## src/rtl/tsrs_ram.sv

```systemverilog
// Generic single write port, single read port RAM with a registered read.
// No dependencies.
module tsrs_ram #(
	parameter int WIDTH = 32,
	parameter int DEPTH = 64
) (
	input  logic                     clk,
	input  logic                     we,
	input  logic [$clog2(DEPTH)-1:0] waddr,
	input  logic [WIDTH-1:0]         wdata,
	input  logic [$clog2(DEPTH)-1:0] raddr,
	output logic [WIDTH-1:0]         rdata
);

	logic [WIDTH-1:0] mem [DEPTH];

	always_ff @(posedge clk) begin
		if (we) begin
			mem[waddr] <= wdata;
		end
		rdata <= mem[raddr];
	end

endmodule

```

## config.mk

```make
export PLATFORM = sky130hd
export DESIGN_NAME = tsrs_ram
export DESIGN_NICKNAME = d
export VERILOG_FILES = /design/src/rtl/tsrs_ram.sv
export SDC_FILE = /design/constraint.sdc
export NUM_CORES = 2
export LEC_CHECK = 0
export BUFFER_PORTS_ARGS = -buffer_cell sky130_fd_sc_hd__buf_2
export CORE_UTILIZATION = 35
export CTS_CLUSTER_SIZE = 14
export DETAILED_ROUTE_END_ITERATION = 8
export HOLD_SLACK_MARGIN = 0.12
export PLACE_DENSITY_LB_ADDON = 0.3
export RECOVER_POWER = 100
export SLEW_MARGIN = 20
export SYNTH_ARGS = -nofsm -noshare
export SYNTH_HDL_FRONTEND = slang
export SYNTH_SLANG_ARGS = --single-unit
```

## constraint.sdc

```tcl
create_clock -name clk -period 7.6 [get_ports clk]
set_clock_uncertainty 0.1 [all_clocks]
set_input_delay 0.38 -clock clk [delete_from_list [all_inputs] [get_ports clk]]
set_output_delay 0.38 -clock clk [all_outputs]
set_load 0.01 [all_outputs]
```

==> impl_metrics.ini <==
[synthesis]
synth_compound_area_frac = 0.0167
synth_fa_ha_area_frac = 0
yosys_warnings = 0
syn_avg_cell_area_sq_um = 23.6
syn-instance-count = 3324
syn_area_sq_mm = 0.0785
syn_nets = 3370
synthSimpleGateAreaFrac = 0.0127
synth_seq_area_share = 0.791
synth_edf_count = 2048
synth_mux_area_frac = 0.168
synth_xor_area_frac = 0
synth-main-ff-cell = edfxtp_1
synth.ff_latch_count = 2080
async_flop_share = 0
synth_top_family_by_area = multiplexers
synthDistinctLibCells = 34

[cts]
cts_htree_levels = 4
insertion_delay_ps = 840
cts-resized-gates = 0
cts.sinks = 2080
clock-root-buffer = clkbuf_16
cts_hold_buf = 18
cts_tree = yes
cts_buffer_depth = 3
cts_post_setup_buffers_inserted = 0
clk_pin_slew_ps = 60
cts_buffers = 205

[power_and_ir_drop]
clockPowerShare = 0.410
p_total_mw = 23.7
power.density_mw_per_mm2 = 266
p_sw_frac = 0.218
combPwrFrac = 0.050
switching_power_mw = 5.18
seqPwrFrac = 0.540
internal_power_mw = 18.5
leakagePower_nw = 27.1
ir_drop_mv = 0.247

[worst_setup_path]
critical_path.cell_chain = buf_8 -> clkbuf_1 -> clkbuf_1 -> mux4_2 -> o22ai_1 -> nor2_1
startpoint_type = input port
r2r-start = mem[23][30]$_DFFE_PP_
critPathMostFrequentCell = clkbuf_1
endpoint_kind = flip-flop
critPathMaxStageDelay_ps = 1940
crit_required_ps = 8160
crit_fanout = 58
critPathKind = in -> reg
critPathLaunch = raddr[2]
rrSetupSlack_ps = 4890
crit_slowest_cell = clkbuf_1
arrival_ps = 5640
critical_path_buf_inv_count = 3
crit_family = buffers and inverters

[floorplanning]
chipWidth_microns = 476
coreArea_sq_mm = 0.223
placementRows = 173
start_util = 0.353
io_pins = 78
die_h_microns = 476
die_area_sq_mm = 0.226

[flow_run]
maxCapViolCount = 108

[timing]
drv_slew = 4287
rsz0062_at_grt = false
max-slew-margin-rel = -1.51
max_freq_mhz = 196
period_needed_ps = 5090
setup_viol = 0
period_share = 0.670
hold_violations = 0
max_slew.worst_pin.slew_ps = 3770
setup_tns_ps = 0
fin_ws_ps = 2510

[drt]
num_vias = 36700
via_per_inst = 5.45
wl_per_cell_microns = 31.0
first_pass_iters = 5
drc = 0
postRouteAntennaNets = 0
wl_microns = 209000
first_iter_violations = 4483

[global_route]
grt_pass1_vias = 37400
grt_max_degree = 97
antenna_found_initial = 18
grt_pass1_wl_microns = 293000
grt.overflow.total = 0
track_usage = 0.185

[outcome]
violations = capacitance limit, slew limit
status = complete, but fails checks

[finish]
final_nets = 3621
drive_gt1_frac = 0.251
synthToLayoutAreaGrowth_pct = 13.8

[placed_design]
port_buffers = 77
pre_cts_ws_ps = 3550
gp_congestion = 0.786
dp_hpwl_microns = 115000

[worst_hold_path]
hp-start = raddr[5]
hold_path.class = in -> reg
[worst register-to-register path: stages (launching register included)]
cell and delay, ps:
edfxtp_1 360, mux4_2 490, mux4_2 530, o22ai_1 950, nor2_1 110
[cell usage in the layout, fill, tap and decap left out, types with 12 or more instances in the layout]
cell / Yosys / layout
o221ai_1: 27 / 27
nor2_1: 137 / 97
mux2i_1: 93 / 93
buf_2: 57 / 34
o22ai_1: 84 / 84
buf_4: 25 / 19
nand2_1: 26 / 26
nor2b_1: 15 / 14
a21oi_1: 62 / 62
clkinv_2: 0 / 41
clkbuf_16: 0 / 206
clkbuf_1: 74 / 201
dfxtp_1: 32 / 32
a22oi_1: 12 / 12
nor2_4: 0 / 40
clkinv_1: 0 / 35
mux4_2: 544 / 544
dlygate4sd3_1: 0 / 21
edfxtp_1: 2048 / 2048
[layout make-up]
| cell class | count | area [sq um] |
|---|---|---|
| antenna | 11 | 27.5 |
| clock buffer | 280 | 5540 |
| clock inverter | 102 | 875 |
| fill | 19600 | 133000 |
| multi-input combinational | 1062 | 15800 |
| sequential | 2080 | 62100 |
| tap | 2975 | 3720 |
| timing repair buffer | 226 | 1270 |
[through the flow]
step,std cells,hold WS [ps],instance area (sq um),utilization
final,6736,235,89400,0.402
after global routing,6730,250,89400,0.402
after CTS,6722,120,89900,0.404
after detailed placement,6322,654,83300,0.375
after global placement,6322,639,83300,0.375
after floorplan,3324,379,78500,-
[power by group through the flow]
stage          Combinational (mW)  Sequential, mW  Clock [mW]
6_report                     1.18            12.8        9.74
3_3_place_gp                 1.19            13.0           0
3_5_place_dp                 1.20            13.0           0
5_1_grt                      1.25            12.8        10.3
4_1_cts                      1.21            12.8        9.91
2_1_floorplan               0.618            13.0           0
[flip-flops by register name, indices dropped and copies added (netlist names)]
| register | cells |
|---|---|
| mem | 2048 |
| rdata | 32 |
[final timing paths]
path	endpoint	depth (start not counted)
worst max register to register	rdata[30]$_DFF_P_	4
worst min-delay path	rdata[18]$_DFF_P_	4
worst min register to register	rdata[8]$_DFF_P_	4
worst max-delay path	rdata[21]$_DFF_P_	6
[cells in the mapped netlist (12+ instances only)]
master / instances / share of area
mux2i_1: 93 / 0.012
a21oi_1: 62 / 0.0040
o221ai_1: 27 / 0.0030
buf_2: 57 / 0.0036
o22ai_1: 84 / 0.0067
nor2b_1: 15 / 0.0012
clkbuf_1: 74 / 0.0035
a22oi_1: 12 / 0.0011
buf_4: 25 / 0.0024
dfxtp_1: 32 / 0.0082
edfxtp_1: 2048 / 0.78
mux4_2: 544 / 0.16
nor2_1: 137 / 0.0065
nand2_1: 26 / 0.0012
buf_1: 21 / 0.0010
[metal layers]
metal / share of wire / global-route usage / vias to the layer above / wire [microns]
li1: - / - / 14800 / -
met1: 0.43 / 0.263 / 20300 / 89200
met2: 0.47 / 0.293 / 1321 / 99100
met3: 0.066 / 0.0295 / 283 / 13700
met4: 0.033 / 0.0573 / 4 / 6960
met5: 0.00011 / 0 / - / 22
[cells by family (layout without fill, tap and decap cells)]
family	count (synthesis)	after routing
mux	637	637
other cells	0	11
simple gates	223	223
flops	2080	2080
compound gates	202	202
buf+inv	182	608
Note: power is estimated with default switching activity, not from simulation.
