==> config.mk <==
export PLATFORM = sky130hd
export DESIGN_NAME = tsrs_div
export DESIGN_NICKNAME = d
export VERILOG_FILES = /design/src/rtl/tsrs_pkg.sv /design/src/rtl/tsrs_div.sv
export SDC_FILE = /design/constraint.sdc
export NUM_CORES = 1
export LEC_CHECK = 0
export CAP_MARGIN = 20
export CELL_PAD_IN_SITES_DETAIL_PLACEMENT = 0
export CELL_PAD_IN_SITES_GLOBAL_PLACEMENT = 1
export CORE_UTILIZATION = 48
export DETAILED_ROUTE_END_ITERATION = 12
export DONT_BUFFER_PORTS = 1
export PLACE_DENSITY = 0.86
export SETUP_SLACK_MARGIN = 0.1
export SYNTH_ARGS = -nofsm -noshare
export SYNTH_HDL_FRONTEND = slang
export SYNTH_SLANG_ARGS = --single-unit
==> constraint.sdc <==
create_clock -name clk -period 2.8 [get_ports clk]
set_input_delay 0.56 -clock clk [delete_from_list [all_inputs] [get_ports clk]]
set_output_delay 0.56 -clock clk [all_outputs]
set_load 0.02 [all_outputs]
==> src/rtl/tsrs_pkg.sv <==
// Package for the time slotted ring store: widths, codes, reset values and
// the request and response types of the shared divider. No dependencies.
package tsrs_pkg;

	localparam int SLOTS      = 64;
	localparam int POS_W      = $clog2(SLOTS);
	localparam int RING_W     = 7;
	localparam int IVL_W      = 16;
	localparam int TIME_BITS  = 32;
	localparam int WORD_W     = 64;
	localparam int STAT_W     = 2;
	localparam int CFG_IDX_W  = 1;
	localparam int CFG_DATA_W = 16;
	localparam int WIN_W      = POS_W + IVL_W;
	localparam int SUM_W      = RING_W + 1;
	localparam int DIV_CNT_W  = $clog2(TIME_BITS);

	localparam logic [RING_W-1:0] RING_SIZE_RST = RING_W'(64);
	localparam logic [IVL_W-1:0]  SLOT_IVL_RST  = IVL_W'(300);

	localparam logic OP_STORE  = 1'b0;
	localparam logic OP_LOOKUP = 1'b1;

	localparam logic [CFG_IDX_W-1:0] CFG_RING_SIZE = CFG_IDX_W'(0);
	localparam logic [CFG_IDX_W-1:0] CFG_SLOT_IVL  = CFG_IDX_W'(1);

	typedef enum logic [STAT_W-1:0] {
		ST_STORED  = 2'd0,
		ST_TOO_OLD = 2'd1,
		ST_FOUND   = 2'd2,
		ST_MISS    = 2'd3
	} status_t;

	typedef struct packed {
		logic                 start;
		logic [TIME_BITS-1:0] dividend;
		logic [IVL_W-1:0]     divisor;
	} div_req_t;

	typedef struct packed {
		logic                 busy;
		logic                 done;
		logic [TIME_BITS-1:0] quotient;
		logic [IVL_W-1:0]     remainder;
	} div_rsp_t;

endpackage

==> src/rtl/tsrs_div.sv <==
// Restoring divider, one quotient bit per cycle, shared by all divisions of
// the ring store. Depends on tsrs_pkg for widths and the request types.
module tsrs_div (
	input  logic               clk,
	input  logic               arst_n,
	input  tsrs_pkg::div_req_t req,
	output tsrs_pkg::div_rsp_t rsp
);

	logic [tsrs_pkg::TIME_BITS-1:0] quo_q;
	logic [tsrs_pkg::IVL_W-1:0]     rem_q;
	logic [tsrs_pkg::IVL_W-1:0]     dsr_q;
	logic [tsrs_pkg::DIV_CNT_W-1:0] cnt_q;
	logic                           busy_q;
	logic                           done_q;
	logic [tsrs_pkg::IVL_W:0]       rem_sh;
	logic                           fits;
	logic [tsrs_pkg::IVL_W:0]       rem_nx;

	assign rem_sh = {rem_q, quo_q[tsrs_pkg::TIME_BITS-1]};
	assign fits   = rem_sh >= {1'b0, dsr_q};
	assign rem_nx = fits ? (rem_sh - {1'b0, dsr_q}) : rem_sh;

	always_ff @(posedge clk or negedge arst_n) begin
		if (!arst_n) begin
			quo_q  <= '0;
			rem_q  <= '0;
			dsr_q  <= '0;
			cnt_q  <= '0;
			busy_q <= 1'b0;
			done_q <= 1'b0;
		end else begin
			done_q <= 1'b0;
			if (req.start) begin
				quo_q  <= req.dividend;
				rem_q  <= '0;
				dsr_q  <= req.divisor;
				cnt_q  <= tsrs_pkg::DIV_CNT_W'(tsrs_pkg::TIME_BITS - 1);
				busy_q <= 1'b1;
			end else if (busy_q) begin
				quo_q <= {quo_q[tsrs_pkg::TIME_BITS-2:0], fits};
				rem_q <= rem_nx[tsrs_pkg::IVL_W-1:0];
				cnt_q <= cnt_q - 1'b1;
				if (cnt_q == '0) begin
					busy_q <= 1'b0;
					done_q <= 1'b1;
				end
			end
		end
	end

	assign rsp.busy      = busy_q;
	assign rsp.done      = done_q;
	assign rsp.quotient  = quo_q;
	assign rsp.remainder = rem_q;

endmodule
==> implementation parameters, run 1 <==
Parameter                              Value

Die
  I/O pin count ... 101
  Die Span X ... 93.67 um
  Core Box Area ... approximately 8200 um2
  Area of the die ... 8774 um2
  Initial core utilization ... between 40% and 50%
  Chip Height ... 93.67 um
  Core Rows ... 33

Synthesis
  Syn Area/Cell ... approximately 9.3 um2
  Synthesized Nets ... 506
  Sequential element share of the synthesized area ... 44.04%
  Post-synth EDFFs ... 0
  Count of state elements after synthesis ... 71
  Area share of the largest cell type after synthesis ... 44.04%
  Yosys Warn Count ... 0
  Area leader, netlist ... sky130_fd_sc_hd__dfrtp_1
  Predominant post-synthesis flop cell ... sky130_fd_sc_hd__dfrtp_1
  Share of flip-flops with an asynchronous set or reset after synthesis ... 100.0%
  Synth area leaders ... sky130_fd_sc_hd__dfrtp_1 (44%), sky130_fd_sc_hd__mux2i_1 (8.7%), sky130_fd_sc_hd__o21ai_0 (7.7%)
  Gate count of the mapped netlist ... 436
  Number of unique standard cell types used by synthesis ... 47
  Combined area of all synthesized cells ... 4034 um2

Clocking
  Clock edge transition at the registers on the reported setup and hold paths ... 80 ps
  Deepest level of the CTS H-tree ... 3
  Deepest clock path buffer count ... 2
  Insertion delay of the later-clocked pin in the worst-skew pair ... 350 ps
  Number of buffers created by CTS ... 9
  Clock Root Buffer ... sky130_fd_sc_hd__clkbuf_8
  Clock tree from TritonCTS ... yes
  Clock sinks ... 71

Setup path
  Arrival time worst endpoint ... 2790 ps
  Worst reg2reg path depth ... 10
  Reg2Reg Launch Point ... dsr_q[1]$_DFFE_PN0P_
  Required time of the critical path ... 3050 ps
  Type of origin of the critical path ... flop
  Critical setup path kind ... flop to flop
  Sort of element at the end of the critical path ... flop
  Top fanout value on the critical path ... 12
  Crit Reg-Reg Endpoint ... rem_q[5]$_DFFE_PN0P_
  Flop-to-flop setup slack ... 260 ps

Finish
  Sequential Area ... 1780 um2
  Post-synthesis to final-layout area growth ... 9.274%
  Core utilization of the finished layout ... 53.92%
  Final net count ... 510
  Total area of multi-input combinational cells ... 2037 um2
  Fraction of layout cells with a size suffix above 1 ... 11.24%
  Highest-count cells in the layout ignoring fill and taps ... sky130_fd_sc_hd__nand2_1 (70), sky130_fd_sc_hd__dfrtp_1 (70), sky130_fd_sc_hd__o21ai_0 (61), sky130_fd_sc_hd__mux2i_1 (35), sky130_fd_sc_hd__nor2_1 (28)
  Fill cell count ... approximately 770
  Diodes inserted ... 0

Outcome
  Result of the run ... finished clean

Drt
  Number of design rule violations left after detail routing ... 0
  Wire length per cell ... 15.74 um
  Detailed-route vias per instance ... 5.564
  DRT Wirelength ... 8.657 mm
  Total via count after detailed routing ... 3060
  Final antenna-violating net count ... 0
  Total iterations of the first detailed-routing run ... 4
  DRC marker count from the first detailed-route iteration ... 200

Timing
  Final min period ... between 2000 and 3000 ps
  Ratio of final minimum period to clock period ... 90.83%
  Sum Neg Setup Slack ... 0 ps
  Unrepaired setup endpoints after global routing ... no
  Worst Max-Slew Pin Slew ... 636.7 ps
  Final setup skew ... about 9.3 ps
  Achievable clock frequency ... around 0.4 GHz
  Worst hold margin ... ~82 ps
  Number of endpoints failing setup at the final stage ... 0
  Number of slew-limit violations in the final report ... 0
  Final count of hold timing violations ... 0
  Relative max-transition margin ... a little under three fifths

GRT
  Wire length of the first global-routing pass ... 13.98 mm
  Number of global-route vias before repair ... between 2000 and 3000
  Met3 demand-to-capacity share in global routing ... 5.744%
  Final global-route overflow total ... 0
  GR Util met1 ... 29.18%
  Antenna violations before repair ... 0
  Combined global-route utilization of all metal layers ... 20.56%
  Largest net degree at the start of global routing ... 121
  Met2 usage ... 29.29%
  Most used routing layer ... met2

Placed design
  Global placement routability congestion ... 0.8604
  Detail Placement HPWL ... 5.911 mm
  I/O Buffers ... 0

Job
  Max capacitance violation total ... 0

Hold path
  Hold Crit Class ... input pin to async pin

Power and ir drop
  P per Cell Area ... 510.4 nW/um2
  Worst IR drop on VDD ... 0.2524 mV
  Static leakage ... around 0.0022 uW
-- layer usage --
metal / wire, um / vias up
met2: 3835 / 74
met1: 4221 / 1447
li1: - / 1530
met4: 110 / 0
met5: 0 / -
met3: 490 / 9
-- area by class of cell --
class | count | share of cell area, %
Inverter | 21 | 1.788
Sequential cell | 71 | 40.39
Timing Repair Buffer | 22 | 4.485
Tap cell | 105 | 2.980
Multi-Input combinational cell | 315 | 46.21
Clock buffer | 10 | 3.122
Clock inverter | 6 | 1.022
-- worst max-delay path by stage --
stage                                     start                     to  cells after the start
final                      dsr_q[1]$_DFFE_PN0P_   rem_q[5]$_DFFE_PN0P_                     10
after global routing       dsr_q[1]$_DFFE_PN0P_   rem_q[1]$_DFFE_PN0P_                     10
after CTS                  dsr_q[1]$_DFFE_PN0P_   rem_q[1]$_DFFE_PN0P_                     10
after detailed placement   dsr_q[1]$_DFFE_PN0P_   rem_q[1]$_DFFE_PN0P_                     10
after global placement    quo_q[31]$_DFFE_PN0P_  rem_q[12]$_DFFE_PN0P_                     10
after floorplan            rem_q[7]$_DFFE_PN0P_  rem_q[12]$_DFFE_PN0P_                     10
-- critical path, stage by stage (launching register included) --
cell and delay [ps]:
sky130_fd_sc_hd__dfrtp_1 370, sky130_fd_sc_hd__inv_1 70, sky130_fd_sc_hd__ha_1 280, sky130_fd_sc_hd__nor2b_1 140, sky130_fd_sc_hd__o31a_1 270, sky130_fd_sc_hd__o31a_1 300
sky130_fd_sc_hd__o21ai_1 260, sky130_fd_sc_hd__a21oi_2 150, sky130_fd_sc_hd__buf_4 220, sky130_fd_sc_hd__mux2i_1 130, sky130_fd_sc_hd__a211oi_1 250
-- flip-flops by register name, indices dropped and copies added, names as in the netlist --
register	cells
quo_q	32
dsr_q	16
rem_q	16
done_q	1
busy_q	1
cnt_q	5
-- cells in the mapped netlist, types with 4 or more instances --
| library cell | count |
|---|---|
| sky130_fd_sc_hd__nor2_1 | 28 |
| sky130_fd_sc_hd__xnor2_1 | 8 |
| sky130_fd_sc_hd__nand2_1 | 70 |
| sky130_fd_sc_hd__nand4_1 | 4 |
| sky130_fd_sc_hd__mux2i_1 | 35 |
| sky130_fd_sc_hd__a211oi_1 | 4 |
| sky130_fd_sc_hd__ha_1 | 18 |
| sky130_fd_sc_hd__a311oi_1 | 7 |
| sky130_fd_sc_hd__o31a_1 | 4 |
| sky130_fd_sc_hd__o21ai_0 | 62 |
| sky130_fd_sc_hd__xor2_1 | 4 |
| sky130_fd_sc_hd__a21oi_1 | 11 |
| sky130_fd_sc_hd__clkbuf_1 | 15 |
| sky130_fd_sc_hd__a311oi_2 | 4 |
| sky130_fd_sc_hd__dfrtp_1 | 71 |
| sky130_fd_sc_hd__nor3_1 | 5 |
| sky130_fd_sc_hd__nor2b_1 | 5 |
| sky130_fd_sc_hd__o21a_1 | 4 |
| sky130_fd_sc_hd__buf_1 | 6 |
| sky130_fd_sc_hd__nand2b_1 | 8 |
| sky130_fd_sc_hd__inv_1 | 21 |
| sky130_fd_sc_hd__buf_4 | 4 |
-- metrics by stage --
stage                     total power (uW)  std cells  cell area (um2)  setup WS [ps]
after floorplan                       1439        436             4034          330.0
after global placement                1479        531             4170          345.7
after detailed placement              1488        531             4170          261.8
after CTS                             2280        548             4380          237.2
after global routing                  2386        550             4408          109.5
final                                 2250        550             4408          256.7
-- cell families after synthesis --
group                    count (synthesis)  synth area share, %
AND/OR/NAND/NOR                        135                15.17
AO/OA/AOI/OAI                          113                17.68
flip-flops                              71                44.04
buffers and inverters                   50                5.459
multiplexers                            36                8.964
adder cells (fa/ha/maj)                 19                6.080
XOR/XNOR                                12                2.605
-- power by group --
part	switching (uW)	total, uW	internal, uW	leakage [uW]
registers	103	1200	1090	0.000876
clock network	412	760	348	0.0000849
logic	164	294	129	0.00122
total	679	2250	1570	0.00218
-- what timing repair did --
action | CTS | global route
hold buffers | 1 | 0
endpoints found under the setup margin | 0 | 3
hold endpoints to repair | 71 | 0
resized for setup | 0 | 1
buffers inserted | 0 | 2
No activity file was read; power rests on OpenSTA's default activity.
==> inputs of run 2 (changes only) <==
--- a/config.mk
+++ b/config.mk
@@ -11,6 +11,7 @@
 export CORE_UTILIZATION = 48
 export DETAILED_ROUTE_END_ITERATION = 12
 export DONT_BUFFER_PORTS = 1
+export MAX_ROUTING_LAYER = met4
 export PLACE_DENSITY = 0.86
 export SETUP_SLACK_MARGIN = 0.1
 export SYNTH_ARGS = -nofsm -noshare
==> run 2 against run 1 <==
  * Worst setup slack worse by 22 ps
  * Count of clock-buffer cells in the layout unchanged
  * Combinational power about the same
  * Sequential power about the same
==> implementation parameters, run 2 (synthesis gave the netlist of run 1 again) <==
Parameter                              Value

Outcome
  Result of the run ... finished clean

Timing
  Worst Max-Slew Pin Slew ... 643.5 ps
  Final count of hold timing violations ... 0
  Number of endpoints failing setup at the final stage ... 0
  Number of slew-limit violations in the final report ... 0
  Relative max-transition margin ... 57.10%
  Final min period ... 2566 ps
  Final setup skew ... 10.47 ps
  Sum Neg Setup Slack ... 0 ps
  Ratio of final minimum period to clock period ... 91.63%
  Achievable clock frequency ... between 0.3 and 0.4 GHz
  Unrepaired setup endpoints after global routing ... no

Setup path
  Beginning of the critical path ... rem_q[9]$_DFFE_PN0P_
  Type of origin of the critical path ... flop
  Flop-to-flop setup slack ... between 200 and 250 ps
  Critical path capture point ... rem_q[13]$_DFFE_PN0P_
  Worst reg2reg path depth ... 9
  Top fanout value on the critical path ... 8
  Reg2Reg Launch Point ... rem_q[9]$_DFFE_PN0P_
  Arrival time worst endpoint ... 2830 ps
  Sort of element at the end of the critical path ... flop
  Required time of the critical path ... 3060 ps
  Critical setup path kind ... flop to flop
  Crit Reg-Reg Endpoint ... rem_q[13]$_DFFE_PN0P_

Clocking
  Clock sinks ... 71
  Clock tree from TritonCTS ... yes
  Insertion delay of the later-clocked pin in the worst-skew pair ... 350 ps
  Deepest level of the CTS H-tree ... 3
  Clock Root Buffer ... sky130_fd_sc_hd__clkbuf_8
  Clock edge transition at the registers on the reported setup and hold paths ... 80 ps
  Number of buffers created by CTS ... 9
  Deepest clock path buffer count ... 2

Finish
  Fraction of layout cells with a size suffix above 1 ... 10.81%
  Post-synthesis to final-layout area growth ... 9.150%
  Register with the highest flop count ... quo_q
  Final net count ... 509
  Highest-count cells in the layout ignoring fill and taps ... sky130_fd_sc_hd__nand2_1 (70), sky130_fd_sc_hd__dfrtp_1 (70), sky130_fd_sc_hd__o21ai_0 (61), sky130_fd_sc_hd__mux2i_1 (35), sky130_fd_sc_hd__nor2_1 (28)
  Number of non-filler instances in the completed layout ... 549
  Diodes inserted ... 0
  Max FFs per register ... 32
  Largest registers ... quo_q x32, dsr_q x16, rem_q x16

Power and ir drop
  P per Cell Area ... 525.9 nW/um2
  Static leakage ... 0.002170 uW
  Worst IR drop on VDD ... 0.2349 mV

Hold path
  Hold Crit Class ... input pin to async pin

Placed design
  Detail Placement HPWL ... 6.142 mm
  I/O Buffers ... 0
  Global placement routability congestion ... 0.8710
  Placed instance count ... 531

Die
  Core Rows ... 33
  Core Box Area ... approximately 8200 um2
  Die Span X ... 93.67 um
  I/O pin count ... between 100 and 150
  Initial core utilization ... 49.34%
  Area of the die ... 8774 um2
  Chip Height ... 93.67 um

Drt
  DRC marker count from the first detailed-route iteration ... 191
  Number of design rule violations left after detail routing ... 0
  Total via count after detailed routing ... 3090
  DRT Wirelength ... slightly below 9 mm
  Detailed-route vias per instance ... 5.628
  Total iterations of the first detailed-routing run ... 5
  Final antenna-violating net count ... 0
  Wire length per cell ... 16.09 um

GRT
  Final global-route overflow total ... 0
  Met2 usage ... 31.56%
  Wire length of the first global-routing pass ... 14.12 mm
  Number of global-route vias before repair ... 2992
  GR Util met1 ... about 28%
  Antenna violations before repair ... 0
  Most used routing layer ... met2
  Combined global-route utilization of all metal layers ... 21.37%
  Met3 demand-to-capacity share in global routing ... 5.906%
  Largest net degree at the start of global routing ... 121

Job
  Max capacitance violation total ... 0
[run 2: cell types whose count changed in the layout (fill, tap and decap cells not counted)]
cell	before	now
sky130_fd_sc_hd__clkbuf_1	0	1
sky130_fd_sc_hd__clkinv_2	1	0
sky130_fd_sc_hd__clkbuf_8	10	9
sky130_fd_sc_hd__buf_12	1	0
sky130_fd_sc_hd__bufinv_16	0	1
[run 2: power by group]
group / internal, uW / leakage [uW] / switching [uW] / total (uW)
sequential: 1090 / 0.000876 / 103 / 1200
clock: 416 / 0.0000891 / 409 / 825
combinational: 130 / 0.00120 / 165 / 294
total: 1640 / 0.00217 / 677 / 2320
[run 2: worst min-delay path by stage]
| stage | startpoint | end | cells past startpoint |
|---|---|---|---|
| 2_1_floorplan | arst_n | busy_q$_DFF_PN0_ | 0 |
| 3_3_place_gp | arst_n | quo_q[18]$_DFFE_PN0P_ | 0 |
| 3_5_place_dp | arst_n | quo_q[21]$_DFFE_PN0P_ | 0 |
| 4_1_cts | arst_n | quo_q[21]$_DFFE_PN0P_ | 1 |
| 5_1_grt | arst_n | quo_q[18]$_DFFE_PN0P_ | 1 |
| 6_report | arst_n | quo_q[21]$_DFFE_PN0P_ | 1 |
[run 2: worst max-delay path, cell delays in order (launching register included)]
cell	delay, ps
sky130_fd_sc_hd__dfrtp_1	390
sky130_fd_sc_hd__ha_1	430
sky130_fd_sc_hd__nand4_1	120
sky130_fd_sc_hd__or3_1	330
sky130_fd_sc_hd__a21oi_1	150
sky130_fd_sc_hd__nor3_1	80
sky130_fd_sc_hd__a21o_1	200
sky130_fd_sc_hd__buf_4	160
sky130_fd_sc_hd__or3_1	390
sky130_fd_sc_hd__a311oi_2	230
[run 2: final cells by class]
| class | instances | area [um2] |
|---|---|---|
| timing repair buffer | 21 | 177.7 |
| clock inverter | 6 | 70.07 |
| fill | 800 | 3772 |
| inverter | 21 | 78.83 |
| sequential | 71 | 1780 |
| tap | 105 | 131.4 |
| multi-input combinational | 315 | 2037 |
| clock buffer | 10 | 127.6 |
[run 2: timing repair]
action,in CTS,in global routing
hold endpoints to repair,71,0
buffers inserted,0,1
hold buffers,1,0
gates resized for setup,0,1
endpoints found under the setup margin,0,5
[run 2: routing by layer]
metal	routed length, um	vias to the layer above
li1	-	1528
met1	4092	1468
met2	4059	88
met3	586	6
met4	95	0
met5	0	-
[run 2: metrics by stage]
stage | utilization (%) | hold WS, ps | instance area [um2] | total power (uW) | setup WS (ps)
6_report | 53.86 | 89.89 | 4403 | 2315 | 234.3
5_1_grt | 53.86 | 101.3 | 4403 | 2438 | 124.7
4_1_cts | 53.76 | 94.37 | 4395 | 2349 | 201.4
3_5_place_dp | 51.01 | 265.7 | 4170 | 1490 | 227.4
3_3_place_gp | 51.01 | 266.4 | 4170 | 1479 | 345.0
2_1_floorplan | - | 264.4 | 4034 | 1439 | 330.0
